<file path="config.mk">
export PLATFORM = sky130hd
export DESIGN_NAME = fhi_lit_dec
export DESIGN_NICKNAME = d
export VERILOG_FILES = /design/src/hw/rtl/fhi_pkg.sv /design/src/hw/rtl/fhi_lit_dec.sv
export SDC_FILE = /design/constraint.sdc
export NUM_CORES = 1
export LEC_CHECK = 0
export BUFFER_PORTS_ARGS = -buffer_cell sky130_fd_sc_hd__buf_2
export CORE_AREA = 5 5 42 44
export DETAILED_ROUTE_END_ITERATION = 12
export DIE_AREA = 0 0 47 49
export SLEW_MARGIN = 5
export SYNTH_ARGS = -nofsm -noshare
export SYNTH_HDL_FRONTEND = slang
export SYNTH_SLANG_ARGS = --single-unit
</file>
<file path="constraint.sdc">
create_clock -name vclk -period 6
set_input_delay 1.5 -clock vclk [all_inputs]
set_output_delay 1.5 -clock vclk [all_outputs]
set_load 0.03 [all_outputs]
</file>
<file path="src/hw/rtl/fhi_pkg.sv">
// Shared types, constants and code tables for the fixed Huffman inflate block.
// Used by fhi_lit_dec and fixed_huffman_inflate; depends on nothing.
`default_nettype none
package fhi_pkg;

	localparam int WINDOW_BYTES = 32768;
	localparam int WIN_AW = $clog2(WINDOW_BYTES);
	localparam int LANE_BYTES = 8;

	typedef enum logic [1:0] {
		ST_DATA = 2'd0,
		ST_EOB  = 2'd1,
		ST_ERR  = 2'd2
	} status_t;

	typedef enum logic [1:0] {
		PH_LIT,
		PH_LEN_X,
		PH_DIST,
		PH_DIST_X
	} phase_t;

	typedef struct packed {
		logic       need;
		logic [8:0] sym;
		logic [3:0] nbits;
	} sym_t;

	function automatic logic [8:0] len_base(input logic [4:0] i);
		logic [8:0] r;
		case (i)
			5'd0: r = 9'd3;    5'd1: r = 9'd4;    5'd2: r = 9'd5;    5'd3: r = 9'd6;
			5'd4: r = 9'd7;    5'd5: r = 9'd8;    5'd6: r = 9'd9;    5'd7: r = 9'd10;
			5'd8: r = 9'd11;   5'd9: r = 9'd13;   5'd10: r = 9'd15;  5'd11: r = 9'd17;
			5'd12: r = 9'd19;  5'd13: r = 9'd23;  5'd14: r = 9'd27;  5'd15: r = 9'd31;
			5'd16: r = 9'd35;  5'd17: r = 9'd43;  5'd18: r = 9'd51;  5'd19: r = 9'd59;
			5'd20: r = 9'd67;  5'd21: r = 9'd83;  5'd22: r = 9'd99;  5'd23: r = 9'd115;
			5'd24: r = 9'd131; 5'd25: r = 9'd163; 5'd26: r = 9'd195; 5'd27: r = 9'd227;
			5'd28: r = 9'd258;
			default: r = 9'd3;
		endcase
		return r;
	endfunction

	function automatic logic [2:0] len_extra(input logic [4:0] i);
		logic [2:0] r;
		if (i < 5'd8 || i == 5'd28 || i > 5'd28) begin
			r = 3'd0;
		end else begin
			r = 3'(((i - 5'd4) >> 2));
		end
		return r;
	endfunction

	function automatic logic [15:0] dist_base(input logic [4:0] c);
		logic [15:0] r;
		case (c)
			5'd0: r = 16'd1;      5'd1: r = 16'd2;      5'd2: r = 16'd3;
			5'd3: r = 16'd4;      5'd4: r = 16'd5;      5'd5: r = 16'd7;
			5'd6: r = 16'd9;      5'd7: r = 16'd13;     5'd8: r = 16'd17;
			5'd9: r = 16'd25;     5'd10: r = 16'd33;    5'd11: r = 16'd49;
			5'd12: r = 16'd65;    5'd13: r = 16'd97;    5'd14: r = 16'd129;
			5'd15: r = 16'd193;   5'd16: r = 16'd257;   5'd17: r = 16'd385;
			5'd18: r = 16'd513;   5'd19: r = 16'd769;   5'd20: r = 16'd1025;
			5'd21: r = 16'd1537;  5'd22: r = 16'd2049;  5'd23: r = 16'd3073;
			5'd24: r = 16'd4097;  5'd25: r = 16'd6145;  5'd26: r = 16'd8193;
			5'd27: r = 16'd12289; 5'd28: r = 16'd16385; 5'd29: r = 16'd24577;
			default: r = 16'd1;
		endcase
		return r;
	endfunction

	function automatic logic [3:0] dist_extra(input logic [4:0] c);
		logic [3:0] r;
		if (c < 5'd4 || c > 5'd29) begin
			r = 4'd0;
		end else begin
			r = 4'(((c - 5'd2) >> 1));
		end
		return r;
	endfunction

endpackage
`default_nettype wire

</file>
<file path="src/hw/rtl/fhi_lit_dec.sv">
// Literal/length code decoder for the fixed Huffman code.
// Uses fhi_pkg for the result type.
`default_nettype none
module fhi_lit_dec (
	input  wire logic [8:0]    head_bits,
	input  wire logic [5:0]    fill,
	output fhi_pkg::sym_t      res
);

	logic [6:0] c7;
	logic [7:0] c8;
	logic [8:0] c9;

	always_comb begin
		for (int i = 0; i < 7; i++) c7[i] = head_bits[6 - i];
		for (int i = 0; i < 8; i++) c8[i] = head_bits[7 - i];
		for (int i = 0; i < 9; i++) c9[i] = head_bits[8 - i];
	end

	always_comb begin
		res.need  = 1'b0;
		res.sym   = '0;
		res.nbits = 4'd0;
		priority if (fill < 6'd7) begin
			res.need = 1'b1;
		end else if (c7 <= 7'd23) begin
			res.sym   = 9'd256 + {2'b00, c7};
			res.nbits = 4'd7;
		end else if (fill < 6'd8) begin
			res.need = 1'b1;
		end else if (c8 >= 8'd48 && c8 <= 8'd191) begin
			res.sym   = {1'b0, c8 - 8'd48};
			res.nbits = 4'd8;
		end else if (c8 >= 8'd192 && c8 <= 8'd199) begin
			res.sym   = 9'd280 + {6'b0, c8[2:0]};
			res.nbits = 4'd8;
		end else if (fill < 6'd9) begin
			res.need = 1'b1;
		end else begin
			res.sym   = {1'b0, c9[7:0]};
			res.nbits = 4'd9;
		end
	end

endmodule
`default_nettype wire

</file>
==> metrics.md <==
| Metric | Value |
|---|---|
| Status | complete, no violations |
| Non-filler cells, final | 103 |
| DRT iter0 DRCs | 12 |
| Post-synth top area share | 0.08902 |
| XOR/XNOR share of the synthesized area | 0 |
| Die ar. | 0.002303 sq mm |
| Placed cells | 103 |
| CP Data Arrival Time | 3.17 ns |
| Final-report hold violation count | 0 |
| Routability cong. | 0.7116 |
| Grt total ovfl | 0 |
| Final worst-path cycle share | 0.7782 |
| Adder-cell share of the synthesized area | 0.08902 |
| Finished Core Util | 0.4000 |
| Yosys top cell by area | a211oi_1 |
| Max Clk Rate | 0.2142 GHz |
| Post-Synth Simple-Gate Area | 0.3383 |
| Final nets | 107 |
| CORE AREA | 0.001401 sq mm |
| Worst vdd ir | 0.00004563 V |
| Initial Util | 0.3009 |
| Pre-CTS setup slack | 1.350 ns |
| Crit Path Class | in2out |
| Fin area | 560.5 sq um |
| Tot GR Track Use | 0.1060 |
| Width of the die | 47 um |
| Commonest cells after routing, fill and taps aside | buf_2, inv_1, a211oi_1, a31oi_1, nand2_1 |
| Fill cells | 164 |
| Area contributors post-synth | a211oi_1, ha_1, a31oi_1 |
| Synthesized Nets | 79 |
| Hold buffer count at cts | 0 |
| Vias after detailed routing | 565 |
| RSZ-0062 raised after global routing | false |
| Proportion of power drawn by flip-flops and latches | 0 |
| Seq cells | 0 |
| Vias in the first global route | 464 |
| Leak Pwr | 0.2958 nW |
| Yosys cell types | 32 |
| CP Capture Type | output pin |
| Hold Slack | 3.434 ns |
| Post-CTS setup buffer count | 0 |
| Post-Syn Area | 421.7 sq um |
| Commonest non-fill, non-tap cell in the layout | buf_2 |
| Share of layout cells above drive strength 1 | 0.4138 |
| Drt via density | 5.485 |
| Total Wirelength | 1405 um |
| Area Growth Syn to Fin | 32.94% |
| Setup TNS | 0 ns |
| DP HPWL | 1122 um |
| Min Tclk post-route | 4.669 ns |
| Switching Share | 0.6736 |
| Tightest Pin Transition | 0.3698 ns |
| Hold crit path type | in2out |
| Ys Warns | 0 |
| Std cell rows | 14 |
| Headroom to the max-slew limit | 0.7528 |
| Crit-path max FO | 9 |
| Clock power share | 0 |
| IO Pins | 29 |
| Resized cells post-CTS | 0 |
| Logic pwr share | 1.000 |
| CP required | 4.50 ns |
| Max-slew violation count | 0 |
| Clock Buffer Count | 0 |
| Die height | 49 um |
| Register area share after synthesis | 0 |
| Syn_area_per_cell | 6.912 sq um |
| Largest net degree at the start of global routing | 10 |
| Fin worst setup slack | 1.331 ns |
| DR DRC count | 0 |
| Register area | 0 sq um |
| Drt pass-1 iters | 4 |
| First-pass GRT wire length | 1952 um |
| Mux share of post-synthesis cell area | 0 |
| Initial antenna violation count | 0 |
| Int Power | 0.02110 mW |
| Endpoints failing setup | 0 |
| Net switching power | 0.04354 mW |
| Antenna Nets Post-Route | 0 |
| Total power | 0.06464 mW |
| Pwr/cell area | 115.3 mW/mm^2 |
| Synthesized instance count | 61 |
| Main combinational cell family by area after synthesis | compound AO/OA/AOI/OAI gates |
| CP Launch Type | input pin |
| Ant diodes | 0 |
| Buffers on Ports | 29 |
| WL/cell | 13.64 um |
| Synth Area in Compound Gates | 0.4392 |
| Placed instance area | 560.5 sq um |
| Max-Cap Viols | 0 |
[synthesized netlist by cell type (2+ instances only)]
library cell  instances
or3_1                 2
a31oi_1               5
o22ai_1               3
nor3_1                2
ha_1                  3
a21oi_1               2
o32ai_1               2
inv_1                 7
buf_4                 2
nand2_1               4
a211oi_1              5
a21oi_2               2
nor2_1                3
[area by class of cell]
class              instances  area (sq um)  share of cell area
repair buffers            29         145.1              0.2589
well taps                 16         20.02             0.03571
inverters                  8         30.03             0.05357
multi-input cells         50         365.4              0.6518
[layer usage]
layer,GRT usage,up-vias,share of wire
met3,0.003690,0,0.10
met2,0.1652,25,0.43
met4,0,0,0
met1,0.1678,246,0.46
met5,0,-,0
li1,-,294,-
[cell families (layout without fill, tap and decap cells)]
family | count (synthesis) | in the layout
buf+inv | 11 | 37
fa+ha+maj | 3 | 3
compound gates | 25 | 25
simple gates | 22 | 22
[critical path: stages]
cell and delay, ns:
buf_2 0.14, ha_1 0.27, nor3_4 0.31, a22oi_1 0.14
or2_1 0.36, o32ai_1 0.18, buf_2 0.26
[power by group through the flow]
| stage | clock, mW | combinational (mW) | sequential (mW) |
|---|---|---|---|
| finish | 0 | 0.0646 | 0 |
| global route | 0 | 0.0696 | 0 |
| CTS | 0 | 0.0649 | 0 |
| detailed placement | 0 | 0.0646 | 0 |
| global placement | 0 | 0.0644 | 0 |
| floorplan | 0 | 0.0450 | 0 |
[worst paths after layout]
path | from | endpoint | slack, ns | cells past startpoint
setup / recovery | head_bits[2] | res[8] | 1.33 | 7
hold / removal | head_bits[1] | res[11] | 3.43 | 3
No activity file was read; power rests on OpenSTA's default activity.
